[config.mk]
export PLATFORM = sky130hd
export DESIGN_NAME = task_runtime_accounting_table_unit_flat
export DESIGN_NICKNAME = d
export VERILOG_FILES = /design/src/trat_pkg.sv /design/src/trat_item_if.sv /design/src/trat_result_if.sv /design/src/trat_share_div.sv /design/src/task_runtime_accounting_table_unit.sv /design/src/flat_wrapper.sv
export VERILOG_INCLUDE_DIRS = /design/src /design/src/src
export SDC_FILE = /design/constraint.sdc
export NUM_CORES = 2
export LEC_CHECK = 0
export BUFFER_PORTS_ARGS = -buffer_cell sky130_fd_sc_hd__buf_2
export CORE_MARGIN = 4
export CORE_UTILIZATION = 56
export DETAILED_ROUTE_END_ITERATION = 10
export GPL_TIMING_DRIVEN = 0
export PLACE_DENSITY = 0.72
export SLEW_MARGIN = 20
export SYNTH_ARGS = -nofsm -noshare
export SYNTH_HDL_FRONTEND = slang
export SYNTH_HIERARCHICAL = 1
export SYNTH_SLANG_ARGS = --single-unit
[constraint.sdc]
create_clock -name clk -period 35.7 [get_ports clk]
set_clock_uncertainty 0.2 [all_clocks]
set_input_delay 7.14 -clock clk [delete_from_list [all_inputs] [get_ports clk]]
set_output_delay 7.14 -clock clk [all_outputs]
set_load 0.01 [all_outputs]
[src/task_runtime_accounting_table_unit_macros.svh]
// ----------------------------------------------------------------------------
// Task runtime accounting table: assertion macros
// Shared concurrent assertion forms, clocked on clk and disabled in reset.
// ----------------------------------------------------------------------------
`ifndef TASK_RUNTIME_ACCOUNTING_TABLE_UNIT_MACROS_SVH
`define TASK_RUNTIME_ACCOUNTING_TABLE_UNIT_MACROS_SVH

// Consequent must hold in the same cycle as the antecedent.
`define TRAT_ASSERT_NOW(lbl, ante, cons, msg) \
  lbl: assert property (@(posedge clk) disable iff (rst) (ante) |-> (cons)) \
    else $error(msg);

// Consequent must hold in the cycle after the antecedent.
`define TRAT_ASSERT_NEXT(lbl, ante, cons, msg) \
  lbl: assert property (@(posedge clk) disable iff (rst) (ante) |=> (cons)) \
    else $error(msg);

`endif

[src/trat_pkg.sv]
// ----------------------------------------------------------------------------
// Task runtime accounting table: package
// Sizes, command codes and the payload and control types of the block.
// ----------------------------------------------------------------------------
package trat_pkg;

  localparam int MAX_TASKS    = 8;
  localparam int TASK_ID_BITS = 16;

  // Stored ids keep only the bits that survive both the port and the id width.
  localparam int ID_W    = (TASK_ID_BITS < 16) ? TASK_ID_BITS : 16;
  localparam int IDX_W   = (MAX_TASKS > 1) ? $clog2(MAX_TASKS) : 1;
  localparam int CNT_W   = $clog2(MAX_TASKS + 1);
  localparam int RUN_W   = 64;
  localparam int STAMP_W = 32;
  localparam int TOT_W   = RUN_W + $clog2(MAX_TASKS);
  localparam int SCALE   = 10000;
  localparam int SHARE_W = 14;
  localparam int PROD_W  = RUN_W + SHARE_W;

  localparam logic [1:0] CMD_SWITCH_IN  = 2'd0;
  localparam logic [1:0] CMD_SWITCH_OUT = 2'd1;
  localparam logic [1:0] CMD_SNAPSHOT   = 2'd2;

  localparam logic STATUS_OK   = 1'b0;
  localparam logic STATUS_FAIL = 1'b1;

  typedef struct packed {
    logic [1:0]  command;
    logic [15:0] task_id;
    logic [31:0] timestamp;
    logic [2:0]  entry_index;
  } in_item_t;

  typedef struct packed {
    logic        status;
    logic [15:0] entry_task;
    logic [31:0] switch_total;
    logic [63:0] entry_runtime;
    logic [13:0] usage_basis_points;
    logic [3:0]  registered_count;
  } result_t;

  typedef struct packed {
    logic               start;
    logic [RUN_W-1:0]   part;
    logic [TOT_W-1:0]   total;
  } div_req_t;

  typedef struct packed {
    logic               done;
    logic [SHARE_W-1:0] share;
  } div_rsp_t;

endpackage

[src/trat_item_if.sv]
// ----------------------------------------------------------------------------
// Task runtime accounting table: input channel
// Valid/ready channel that carries one event or query per transfer.
// ----------------------------------------------------------------------------
interface trat_item_if;
  import trat_pkg::*;

  logic     valid;
  logic     ready;
  in_item_t data;

  modport source (output valid, output data, input ready);
  modport sink   (input valid, input data, output ready);
endinterface

[src/trat_result_if.sv]
// ----------------------------------------------------------------------------
// Task runtime accounting table: result channel
// Valid/ready channel that carries one result per transfer.
// ----------------------------------------------------------------------------
interface trat_result_if;
  import trat_pkg::*;

  logic    valid;
  logic    ready;
  result_t data;

  modport source (output valid, output data, input ready);
  modport sink   (input valid, input data, output ready);
endinterface

[src/trat_share_div.sv]
// ----------------------------------------------------------------------------
// Task runtime accounting table: share unit
// Computes floor(part * 10000 / total) with one shared 32x14 multiplier and a
// restoring divider that retires one quotient bit per cycle.
// ----------------------------------------------------------------------------
module trat_share_div (
  input  logic              clk,
  input  logic              rst,
  input  trat_pkg::div_req_t req,
  output trat_pkg::div_rsp_t rsp
);
  import trat_pkg::*;

  localparam int DVS_W  = TOT_W + SHARE_W - 1;
  localparam int CMP_W  = (PROD_W > DVS_W) ? PROD_W : DVS_W;
  localparam int HALF_W = RUN_W / 2;
  localparam int MUL_W  = HALF_W + SHARE_W;
  localparam int STEP_W = $clog2(SHARE_W);
  localparam logic [SHARE_W-1:0] SCALE_K = SHARE_W'(SCALE);

  typedef enum logic [2:0] {D_IDLE, D_MUL_LO, D_MUL_HI, D_DIV, D_DONE} dstate_t;

  dstate_t            state;
  logic [RUN_W-1:0]   part_q;
  logic [PROD_W-1:0]  rem;
  logic [DVS_W-1:0]   dvs;
  logic [SHARE_W-1:0] quo;
  logic [STEP_W-1:0]  step;
  logic [HALF_W-1:0]  mul_in;
  logic [MUL_W-1:0]   mul_out;
  logic               ge;

  assign mul_in  = (state == D_MUL_LO) ? part_q[HALF_W-1:0] : part_q[RUN_W-1:HALF_W];
  assign mul_out = MUL_W'(mul_in) * MUL_W'(SCALE_K);
  assign ge      = CMP_W'(rem) >= CMP_W'(dvs);

  assign rsp.done  = (state == D_DONE);
  assign rsp.share = quo;

  always_ff @(posedge clk) begin
    if (rst) begin
      state <= D_IDLE;
    end else begin
      unique case (state)
        D_IDLE: begin
          if (req.start) begin
            part_q <= req.part;
            dvs    <= DVS_W'(req.total) << (SHARE_W - 1);
            quo    <= '0;
            step   <= STEP_W'(SHARE_W - 1);
            // A zero total gives a zero share.
            state  <= (req.total == '0) ? D_DONE : D_MUL_LO;
          end
        end
        D_MUL_LO: begin
          rem   <= PROD_W'(mul_out);
          state <= D_MUL_HI;
        end
        D_MUL_HI: begin
          rem   <= rem + PROD_W'({mul_out, {HALF_W{1'b0}}});
          state <= D_DIV;
        end
        D_DIV: begin
          if (ge) begin
            rem <= rem - PROD_W'(dvs);
          end
          quo  <= {quo[SHARE_W-2:0], ge};
          dvs  <= dvs >> 1;
          step <= step - STEP_W'(1);
          if (step == '0) begin
            state <= D_DONE;
          end
        end
        D_DONE: begin
          state <= D_IDLE;
        end
        default: begin
          state <= D_IDLE;
        end
      endcase
    end
  end
endmodule

[src/task_runtime_accounting_table_unit.sv]
// ----------------------------------------------------------------------------
// Task runtime accounting table
// Per-task runtime statistics: switch-in, switch-out and snapshot queries.
// ----------------------------------------------------------------------------
// The unit takes one command per transfer and returns exactly one result per
// command. Commands are handled one at a time by a small sequencer. A lookup
// in S_SCAN walks the table one entry per cycle until it finds the id or
// reaches the end of the entries in use; a switch-in then restamps a known
// entry, claims a new one or is refused, and a switch-out of a known id
// closes its interval in S_ACC. A null switch-in id, a snapshot index past
// the entries in use or an undefined command goes straight to S_DONE. A
// snapshot visits each entry in use through S_ELAP, S_RUN and S_SUM, starts
// the share unit in S_DIV_GO, waits in S_SHARE while the share unit runs two
// multiply steps, fourteen divide steps and one handoff (only the handoff
// when the total is zero), and then loads the result in S_DONE. The input
// channel is ready whenever the sequencer is idle, which is from the cycle
// after the result is loaded. A finished result waits in an output register,
// so a new command can be taken while the previous result has not yet been
// collected; only a result that is still waiting when the next one is ready
// holds the sequencer.
module task_runtime_accounting_table_unit (
  input logic           clk,
  input logic           rst,
  trat_item_if.sink     item,
  trat_result_if.source result
);
  import trat_pkg::*;

  localparam int CMP_W = (CNT_W > 3) ? CNT_W : 3;

  // S_SCAN looks up the id, S_ACC closes an interval on switch-out, and the
  // S_ELAP / S_RUN / S_SUM triple visits each entry during a snapshot.
  typedef enum logic [3:0] {
    S_IDLE, S_SCAN, S_ACC, S_ELAP, S_RUN, S_SUM, S_DIV_GO, S_SHARE, S_DONE
  } state_t;

  state_t state;

  // Latched command.
  logic [1:0]         cmd_q;
  logic [ID_W-1:0]    id_q;
  logic [STAMP_W-1:0] now_q;
  logic [2:0]         idx_q;

  // Table storage. Entries at or above used_entries are never read, so the
  // arrays need no clearing; a new entry is initialized when it is claimed.
  logic [ID_W-1:0]    entry_ids          [MAX_TASKS];
  logic [RUN_W-1:0]   accumulated_cycles [MAX_TASKS];
  logic [STAMP_W-1:0] start_stamps       [MAX_TASKS];
  logic [31:0]        switch_counts      [MAX_TASKS];
  logic [CNT_W-1:0]   used_entries;

  // Walk pointer and datapath registers.
  logic [CNT_W-1:0]   ptr;
  logic [STAMP_W-1:0] elapsed;
  logic [RUN_W-1:0]   run_q;
  logic [TOT_W-1:0]   total;

  // Fields of the result under construction.
  logic               fail_q;
  logic [15:0]        e_task;
  logic [31:0]        e_sw;
  logic [RUN_W-1:0]   e_run;
  logic [SHARE_W-1:0] e_bp;

  result_t out_q;
  logic    out_valid;
  logic    out_load;

  div_req_t div_req;
  div_rsp_t div_rsp;

  logic [IDX_W-1:0]   slot;
  logic [ID_W-1:0]    in_id;
  logic               id_hit;
  logic               scan_end;
  logic               last_entry;
  logic               idx_hit;
  logic               idx_fail;
  logic [STAMP_W-1:0] elapsed_now;
  logic [RUN_W-1:0]   run_sum;

  assign slot        = ptr[IDX_W-1:0];
  assign in_id       = ID_W'(item.data.task_id);
  assign id_hit      = (entry_ids[slot] == id_q);
  assign scan_end    = (ptr == used_entries);
  assign last_entry  = (ptr == used_entries - CNT_W'(1));
  assign idx_hit     = (CMP_W'(idx_q) == CMP_W'(ptr));
  assign idx_fail    = (CMP_W'(item.data.entry_index) >= CMP_W'(used_entries));
  // The open interval wraps to 32 bits, like the free-running counter.
  assign elapsed_now = now_q - start_stamps[slot];
  // One adder serves both the switch-out update and the snapshot runtime.
  assign run_sum     = accumulated_cycles[slot] + RUN_W'(elapsed);

  // The finished result moves into the output register once that register
  // is free or is being emptied in this cycle.
  assign out_load    = (state == S_DONE) && (!out_valid || result.ready);

  assign item.ready   = (state == S_IDLE);
  assign result.valid = out_valid;
  assign result.data  = out_q;

  assign div_req.start = (state == S_DIV_GO);
  assign div_req.part  = e_run;
  assign div_req.total = total;

  trat_share_div u_share (
    .clk (clk),
    .rst (rst),
    .req (div_req),
    .rsp (div_rsp)
  );

  always_ff @(posedge clk) begin
    if (rst) begin
      state        <= S_IDLE;
      used_entries <= '0;
      out_valid    <= 1'b0;
    end else begin
      if (out_load) begin
        out_valid <= 1'b1;
      end else if (result.valid && result.ready) begin
        out_valid <= 1'b0;
      end

      unique case (state)
        S_IDLE: begin
          if (item.valid) begin
            cmd_q  <= item.data.command;
            id_q   <= in_id;
            now_q  <= item.data.timestamp;
            idx_q  <= item.data.entry_index;
            ptr    <= '0;
            total  <= '0;
            fail_q <= STATUS_OK;
            e_task <= '0;
            e_sw   <= '0;
            e_run  <= '0;
            e_bp   <= '0;
            unique case (item.data.command)
              CMD_SWITCH_IN: begin
                // The null id never enters the table.
                if (in_id == '0) begin
                  fail_q <= STATUS_FAIL;
                  state  <= S_DONE;
                end else begin
                  state <= S_SCAN;
                end
              end
              CMD_SWITCH_OUT: begin
                state <= S_SCAN;
              end
              CMD_SNAPSHOT: begin
                if (idx_fail) begin
                  fail_q <= STATUS_FAIL;
                  state  <= S_DONE;
                end else begin
                  state <= S_ELAP;
                end
              end
              default: begin
                fail_q <= STATUS_FAIL;
                state  <= S_DONE;
              end
            endcase
          end
        end

        S_SCAN: begin
          if (scan_end) begin
            // Id not in the table. A switch-in claims the next free entry;
            // an unknown switch-out is simply ignored.
            if (cmd_q == CMD_SWITCH_IN) begin
              if (used_entries == CNT_W'(MAX_TASKS)) begin
                fail_q <= STATUS_FAIL;
              end else begin
                entry_ids[slot]          <= id_q;
                accumulated_cycles[slot] <= '0;
                start_stamps[slot]       <= now_q;
                switch_counts[slot]      <= 32'd1;
                used_entries             <= used_entries + CNT_W'(1);
              end
            end
            state <= S_DONE;
          end else if (id_hit) begin
            if (cmd_q == CMD_SWITCH_IN) begin
              start_stamps[slot]  <= now_q;
              switch_counts[slot] <= switch_counts[slot] + 32'd1;
              state               <= S_DONE;
            end else begin
              elapsed <= elapsed_now;
              state   <= S_ACC;
            end
          end else begin
            ptr <= ptr + CNT_W'(1);
          end
        end

        S_ACC: begin
          accumulated_cycles[slot] <= run_sum;
          state                    <= S_DONE;
        end

        S_ELAP: begin
          // Only the running task has an open interval.
          elapsed <= id_hit ? elapsed_now : '0;
          state   <= S_RUN;
        end

        S_RUN: begin
          run_q <= run_sum;
          if (idx_hit) begin
            e_run  <= run_sum;
            e_task <= 16'(entry_ids[slot]);
            e_sw   <= switch_counts[slot];
          end
          state <= S_SUM;
        end

        S_SUM: begin
          total <= total + TOT_W'(run_q);
          if (last_entry) begin
            state <= S_DIV_GO;
          end else begin
            ptr   <= ptr + CNT_W'(1);
            state <= S_ELAP;
          end
        end

        S_DIV_GO: begin
          state <= S_SHARE;
        end

        S_SHARE: begin
          if (div_rsp.done) begin
            e_bp  <= div_rsp.share;
            state <= S_DONE;
          end
        end

        S_DONE: begin
          // Load the output register once it is free or being emptied.
          if (out_load) begin
            out_q.status             <= fail_q;
            out_q.entry_task         <= e_task;
            out_q.switch_total       <= e_sw;
            out_q.entry_runtime      <= e_run;
            out_q.usage_basis_points <= e_bp;
            out_q.registered_count   <= 4'(used_entries);
            state                    <= S_IDLE;
          end
        end

        default: begin
          state <= S_IDLE;
        end
      endcase
    end
  end

  `include "task_runtime_accounting_table_unit_macros.svh"

  `TRAT_ASSERT_NOW(a_used_bound, 1'b1, used_entries <= CNT_W'(MAX_TASKS), "table overfilled")
  `TRAT_ASSERT_NEXT(a_busy_after_accept, item.valid && item.ready, state != S_IDLE, "not busy")
  `TRAT_ASSERT_NOW(a_share_range, result.valid,
                   result.data.usage_basis_points <= 14'd10000, "share range")
  `TRAT_ASSERT_NOW(a_fail_clears, result.valid && result.data.status == STATUS_FAIL,
                   result.data.entry_runtime == '0 && result.data.entry_task == '0,
                   "failed result not cleared")
endmodule

[src/flat_wrapper.sv]
// flat-port wrapper written by rule: the top's interface ports become plain ports
module task_runtime_accounting_table_unit_flat import trat_pkg::*;
  (clk, rst, item_valid, item_data, item_ready, result_valid, result_data, result_ready);
  trat_item_if item_i ();
  trat_result_if result_i ();
  input logic clk;
  input logic rst;
  input wire logic [$bits(item_i.valid)-1:0] item_valid;
  input wire logic [$bits(item_i.data)-1:0] item_data;
  output wire logic [$bits(item_i.ready)-1:0] item_ready;
  output wire logic [$bits(result_i.valid)-1:0] result_valid;
  output wire logic [$bits(result_i.data)-1:0] result_data;
  input wire logic [$bits(result_i.ready)-1:0] result_ready;
  assign item_i.valid = item_valid;
  assign item_i.data = item_data;
  assign item_ready = item_i.ready;
  assign result_valid = result_i.valid;
  assign result_data = result_i.data;
  assign result_i.ready = result_ready;
  task_runtime_accounting_table_unit u_core (.clk(clk), .rst(rst), .item(item_i), .result(result_i));
endmodule
# [Yosys cells after proc, flatten, opt, wreduce, memory -nomap -nowiden]
# Memories as Yosys holds them, arrays and structs flattened. A register that Yosys moved wholly into a read port is not among the register bits.
# Index checks and enable logic that the tools add are counted.
[word_totals] memories=4 ramBits=1152 word_cells=200 inputBits=57 ff_bits=730
[classes] n_addsub=10 order_cmp=2 n_mul=1 n_mux=80 reduce_logical=35 bitwise_logic=5 n_eq_ne=35
[mem_list] memory="u_core.accumulated_cycles" words=8 width=64 read_ports=1 rd_clocked_by_memory_dff=1 wr=1 line="task_runtime_accounting_table_unit.sv:48" source="logic [RUN_W-1:0] accumulated_cycles [MAX_TASKS];"
[mem_list] memory="u_core.start_stamps" words=8 width=32 read_ports=1 rd_clocked_by_memory_dff=1 wr=1 line="task_runtime_accounting_table_unit.sv:49" source="logic [STAMP_W-1:0] start_stamps [MAX_TASKS];"
[mem_list] memory="u_core.switch_counts" words=8 width=32 read_ports=1 rd_clocked_by_memory_dff=1 wr=1 line="task_runtime_accounting_table_unit.sv:50" source="logic [31:0] switch_counts [MAX_TASKS];"
[mem_list] memory="u_core.entry_ids" words=8 width=16 read_ports=1 rd_clocked_by_memory_dff=1 wr=1 line="task_runtime_accounting_table_unit.sv:47" source="logic [ID_W-1:0] entry_ids [MAX_TASKS];"
[op_table] cell="$mux 32" count=9
[op_table] cell="$pmux 78 s3" count=1
[op_table] cell="$mux 64" count=3
[op_table] cell="$pmux 80 s2" count=1
[op_table] cell="$pmux 67 s2" count=1
[op_table] cell="$pmux 32 s2" count=2
[op_table] cell="$pmux 64 s2" count=1
[op_table] cell="$ge 78x80->1" count=1
[op_table] cell="$mux 80" count=1
[op_table] cell="$add 78x78->78" count=1
[op_table] cell="$mux 78" count=1
[op_table] cell="$sub 78x78->78" count=1
[op_table] cell="$add 67x64->67" count=1
[op_table] cell="$logic_not 67->1" count=1
[op_table] cell="$mux 67" count=1
[op_table] cell="$add 64x32->64" count=1
[op_table] cell="$pmux 14 s2" count=2
[op_table] cell="$mux 4" count=13
[op_table] cell="$mul 32x10->42 const B" count=1
[op_table] cell="$mux 14" count=3
[op_table] cell="$pmux 4 s9" count=1
[op_table] cell="$add 32x1->32 const B" count=1
[op_table] cell="$mux 16" count=2
[op_table] cell="$pmux 16 s2" count=1
[op_table] cell="other kinds (42)" count=117

# [Longest topological paths before layout]
[logic_depth] word_depth=8 depth_mapped=40 ltp_nobuf=36

# [Hierarchy]
# Netlist, hierarchy kept.
[by_module_without_submodules] module="task_runtime_accounting_table_unit" instances=1 seq_area_each_um2=49187.2 area_each_um2=69613.0 cells_per_inst=4181
[by_module_without_submodules] module="trat_share_div" instances=1 seq_area_each_um2=7267.0 area_each_um2=21997.3 cells_per_inst=2382

# [Least setup slack after synthesis]
# Ideal clock, no wire load.
[synth_timing] path_type="input to register" start="input port rst" end="register u_core/result.data[0] (netlist name)" cell_stages=2 setup_ps=809 slack_ps=17803 t_required_ps=34691 path_buffers=1 arrival_time_ps=16888 cell_sequence="clkbuf_1 > nor3b_1"
[synth_via] elab_chain_len=2
[synth_lines] element="start: declaration" line="flat_wrapper.sv:7" source="input logic rst;"
[synth_lines] element="$not 1->1 (no line)"
[synth_lines] element="$reduce_and 3->1 (no line)"
# No other way between the ends.
# A chain may end at the register's enable or synchronous reset.

# [Worst setup path in the final report]
[layout_timing] start="register u_core.u_share.state[1]" end="register u_core.u_share.rem[77], data pin"
[layout_via] elab_chain_len=5 word_cells_on_any_way=7 classes_between="add/sub: 1; mul: 1; eq/ne: 3; mux: 2"
[layout_lines] element="start: declaration" line="trat_share_div.sv:23" source="dstate_t state;"
[layout_lines] element="start signal: assignment" line="trat_share_div.sv:52" source="state <= (req.total == '0) ? D_DONE : D_MUL_LO;"
[layout_lines] element="$eq 3x1->1" line="trat_share_div.sv:33, trat_share_div.sv:44"
[layout_lines] element="$mux 32" line="trat_share_div.sv:33" source="assign mul_in = (state == D_MUL_LO) ? part_q[HALF_W-1:0] : part_q[RUN_W-1:HALF_W];"
[layout_lines] element="$mul 32x10->42" line="trat_share_div.sv:34" source="assign mul_out = MUL_W'(mul_in) * MUL_W'(SCALE_K);"
[layout_lines] element="$add 78x78->78" line="trat_share_div.sv:60" source="rem <= rem + PROD_W'({mul_out, {HALF_W{1'b0}}});"
[layout_lines] element="$pmux 78 s3 *" line="trat_share_div.sv:44" source="unique case (state)"
[layout_lines] element="end signal: assignment" line="trat_share_div.sv:56" source="rem <= PROD_W'(mul_out);"
[layout_lines] element="end signal: assignment" line="trat_share_div.sv:60"
[layout_lines] element="end signal: assignment" line="trat_share_div.sv:65" source="rem <= rem - PROD_W'(dvs);"
[layout_lines] element="end: declaration" line="trat_share_div.sv:25" source="logic [PROD_W-1:0] rem;"
# Every way passes the cells marked *; elsewhere a longest branch is shown, timed or not.

==> results by group <==
Run status
  – Status: finished clean

Place
  – Post-DP HPWL: 179,000 um
  – Port bufs: 189
  – Cells after DPL: 9,031
  – Pre-CTS setup slack: 24.88 ns
  – RD Place Congestion: 0.970

Worst setup path
  – Crit path kind: flop to flop
  – CP max-delay cell: xnor2_1
  – Cell mode on critical path: ha_1
  – CP Launch Type: flop
  – Reg-to-reg setup timing slack: 24.70 ns
  – CP Data Required Time: 36.02 ns
  – CP endpoint kind: flop
  – CP peak stage delay: 0.74 ns
  – Critical Path AT: 11.32 ns
  – Worst-path maximum fanout: 10

Routing
  – Detail Route met2 WL: 116,000 um
  – Vias per cell: 6.11
  – Post-DRT Antenna Nets: 0
  – Avg WL per Cell: 25.7 um
  – DRC viols: 0
  – Vias: 57,300
  – Top sig layer: met5
  – DRT iter0 DRCs: 5,416
  – DR pass1 iterations: 6
  – Routed WL: 241,000 um
  – Met1 wire length: 96,600 um
  – Wire length on met3: 15,800 um

Clock network
  – Post-CTS setup buffer count: 0
  – Clock sinks: 1,885
  – Clock Path Buffers: 3
  – Clk pin slew, worst setup/hold paths: 0.06 ns
  – Root Buffer: clkbuf_16
  – CTS buffer count: 186
  – Clock latency at the later pin of the worst-skew pair: 0.84 ns
  – CTS-repair resized insts: 0
  – CTS HTree Levels: 4
  – CTS tree: built
  – Hold_buf cts: 0

Cells and area
  – Fin util: 63.8%
  – Final cell count without fillers: 9,375
  – Fillers: 11,900
  – Final net count: 7,545
  – Share of layout cells above drive strength 1: 14.7%
  – Area grow syn2layout: 13.2%

Global routing
  – Antenna violations before repair: 7
  – Overall Global Routing Usage: 28.2%
  – Vias in the first global route: 56,800
  – Total grt overflow: 0
  – Largest net degree at the start of global routing: 51
  – First-pass GRT wire length: 357,000 um

Floorplan
  – Die area: 0.170 sq mm
  – Die span in y: 412 um
  – Io pins: 190
  – Width of the die: 412 um
  – Initial core utilization: 56.3%
  – Cell Rows: 148
  – Core area: 0.163 sq mm

Synthesis
  – Post-Synthesis Cells: 6,563
  – Post-Syn Area: 0.0916 sq mm
  – EDFF count, synth: 1,870
  – Yosys cell types: 110
  – Synth Flop Type: edfxtp_1
  – Register bit total from synthesis: 1,885
  – Mean Syn Cell Area: 14.0 sq um
  – Asr flop ratio synth: 0%
  – Seq/Total Area, Yosys: 61.6%
  – Syn_nets: 7,064
  – Ys Warns: 6

STA
  – Worst Slack Setup Final: 24.70 ns
  – Period utilisation layout: 30.8%
  – Hold WS: 0.211 ns
  – F_max: 90.9 MHz
  – Final Max Slew Viols: 0
  – Slew HR: 23.7%
  – RSZ-0062 raised after global routing: false
  – Setup TNS: 0 ns
  – Hold Fails Final Rpt: 0
  – Min Tclk post-route: 11.00 ns
  – Final setup fails: 0
  – Worst-Margin Slew: 1.13 ns

Pwr
  – Max VDD drop: 51.4 uV
  – Pwr per Cell Area: 54.2 mW/mm^2
  – Pleak: 0.0385 uW

Job
  – Max-cap violation count: 0

Hold path
  – Hold crit path type: flop to flop
==> per-layer routing <==
layer,global-route usage (%),vias up
li1,-,25900
met1,37.8,28800
met2,46.2,2186
met3,4.00,442
met4,13.0,2
met5,0,-
==> layout make-up <==
type | instances | area (sq um) | area share, %
timing repair buffer | 293 | 2880 | 2.78
inverter | 401 | 1510 | 1.45
clock inverter | 125 | 1420 | 1.37
buffer | 268 | 1350 | 1.31
tap | 2175 | 2720 | 2.62
sequential | 1885 | 56500 | 54.4
clock buffer | 217 | 4830 | 4.66
multi-input combinational | 4009 | 32600 | 31.4
antenna | 2 | 5.00 | 0.00483
==> cell usage in the layout (no fill, tap or decap), types with 133 or more instances in the layout <==
master	n
a21oi_1	344
xnor2_1	227
nor2_1	519
a21o_1	174
edfxtp_1	1870
ha_1	381
clkbuf_16	189
inv_1	398
o21ai_0	258
mux4_2	271
xor2_1	133
buf_2	228
nand2_1	465
clkbuf_1	207
==> critical path, delay by kind of cell (launching register included) <==
family          cells  cell delay, ns
xor+xnor            4            1.32
simple gates        8            1.88
compound gates     11            2.01
flops               1            0.30
buf+inv             9            2.21
mux                 1            0.43
fa+ha+maj           7            2.34
==> flip-flops by register name, summed over array words and instances, names as in the netlist, 14 cells and up, named ones only <==
| register | count |
|---|---|
| u_core/accumulated_cycles | 512 |
| u_core/start_stamps | 256 |
| u_core/switch_counts | 256 |
| u_core/result.data | 131 |
| u_core/entry_ids | 128 |
| u_core/u_share/dvs | 80 |
| u_core/u_share/rem | 78 |
| u_core/total | 67 |
| u_core/e_run | 64 |
| u_core/run_q | 64 |
| u_core/u_share/part_q | 64 |
| u_core/e_sw | 32 |
| u_core/elapsed | 32 |
| u_core/now_q | 32 |
| u_core/e_task | 16 |
| u_core/id_q | 16 |
| u_core/e_bp | 14 |
| u_core/u_share/quo | 14 |
==> cell families (layout without fill, tap and decap cells) <==
group | Yosys count | count (layout) | synth area share (%)
flops | 1885 | 1885 | 61.6
simple gates | 1555 | 1555 | 7.84
compound gates | 1196 | 1196 | 8.37
buf+inv | 669 | 1304 | 3.12
mux | 450 | 450 | 8.97
fa+ha+maj | 447 | 447 | 6.61
xor+xnor | 361 | 361 | 3.47
other cells | 0 | 2 | 0
==> report_power, final <==
group | switching (uW) | total [uW] | internal (uW)
Clock | 849 | 1980 | 1130
Combinational | 676 | 1090 | 416
Sequential | 45.0 | 2560 | 2510
==> final timing paths <==
kind | depth (start not counted) | to | startpoint
worst max-delay path | 40 | u_core/u_share/rem[77] | u_core/u_share/state[1]
worst min-delay path | 0 | u_core/result.data[120] | u_core/e_task[6]
worst max register to register | 40 | u_core/u_share/rem[77] | u_core/u_share/state[1]
worst min register to register | 0 | u_core/result.data[120] | u_core/e_task[6]
==> synth_stat cells, types with 32 or more instances <==
cell / number / share of area, %
mux4_2: 271 / 6.7
buf_2: 32 / 0.17
nor4_1: 51 / 0.35
nand4_1: 85 / 0.58
a21oi_1: 347 / 1.9
clkbuf_1: 182 / 0.75
a21o_1: 174 / 1.4
nand3_1: 85 / 0.46
edfxtp_1: 1870 / 61
inv_1: 398 / 1.6
nor2b_1: 33 / 0.23
a211oi_1: 36 / 0.30
fa_1: 63 / 1.4
xnor2_1: 227 / 2.2
and3_1: 48 / 0.33
xor2_1: 133 / 1.3
o21ai_0: 258 / 1.4
ha_1: 381 / 5.2
o21a_1: 40 / 0.33
and2_1: 38 / 0.26
nor2_1: 545 / 2.2
mux2i_1: 132 / 1.4
o21bai_1: 62 / 0.51
nand2_1: 465 / 1.9
nor3_1: 68 / 0.37
==> metrics by stage <==
stage / total power, uW / cell area (sq um)
2_1_floorplan: 3330 / 91600
3_3_place_gp: 3660 / 95300
3_5_place_dp: 3680 / 97500
4_1_cts: 5650 / 104000
5_1_grt: 5840 / 104000
6_report: 5620 / 104000
(Power assumes the default switching activity.)
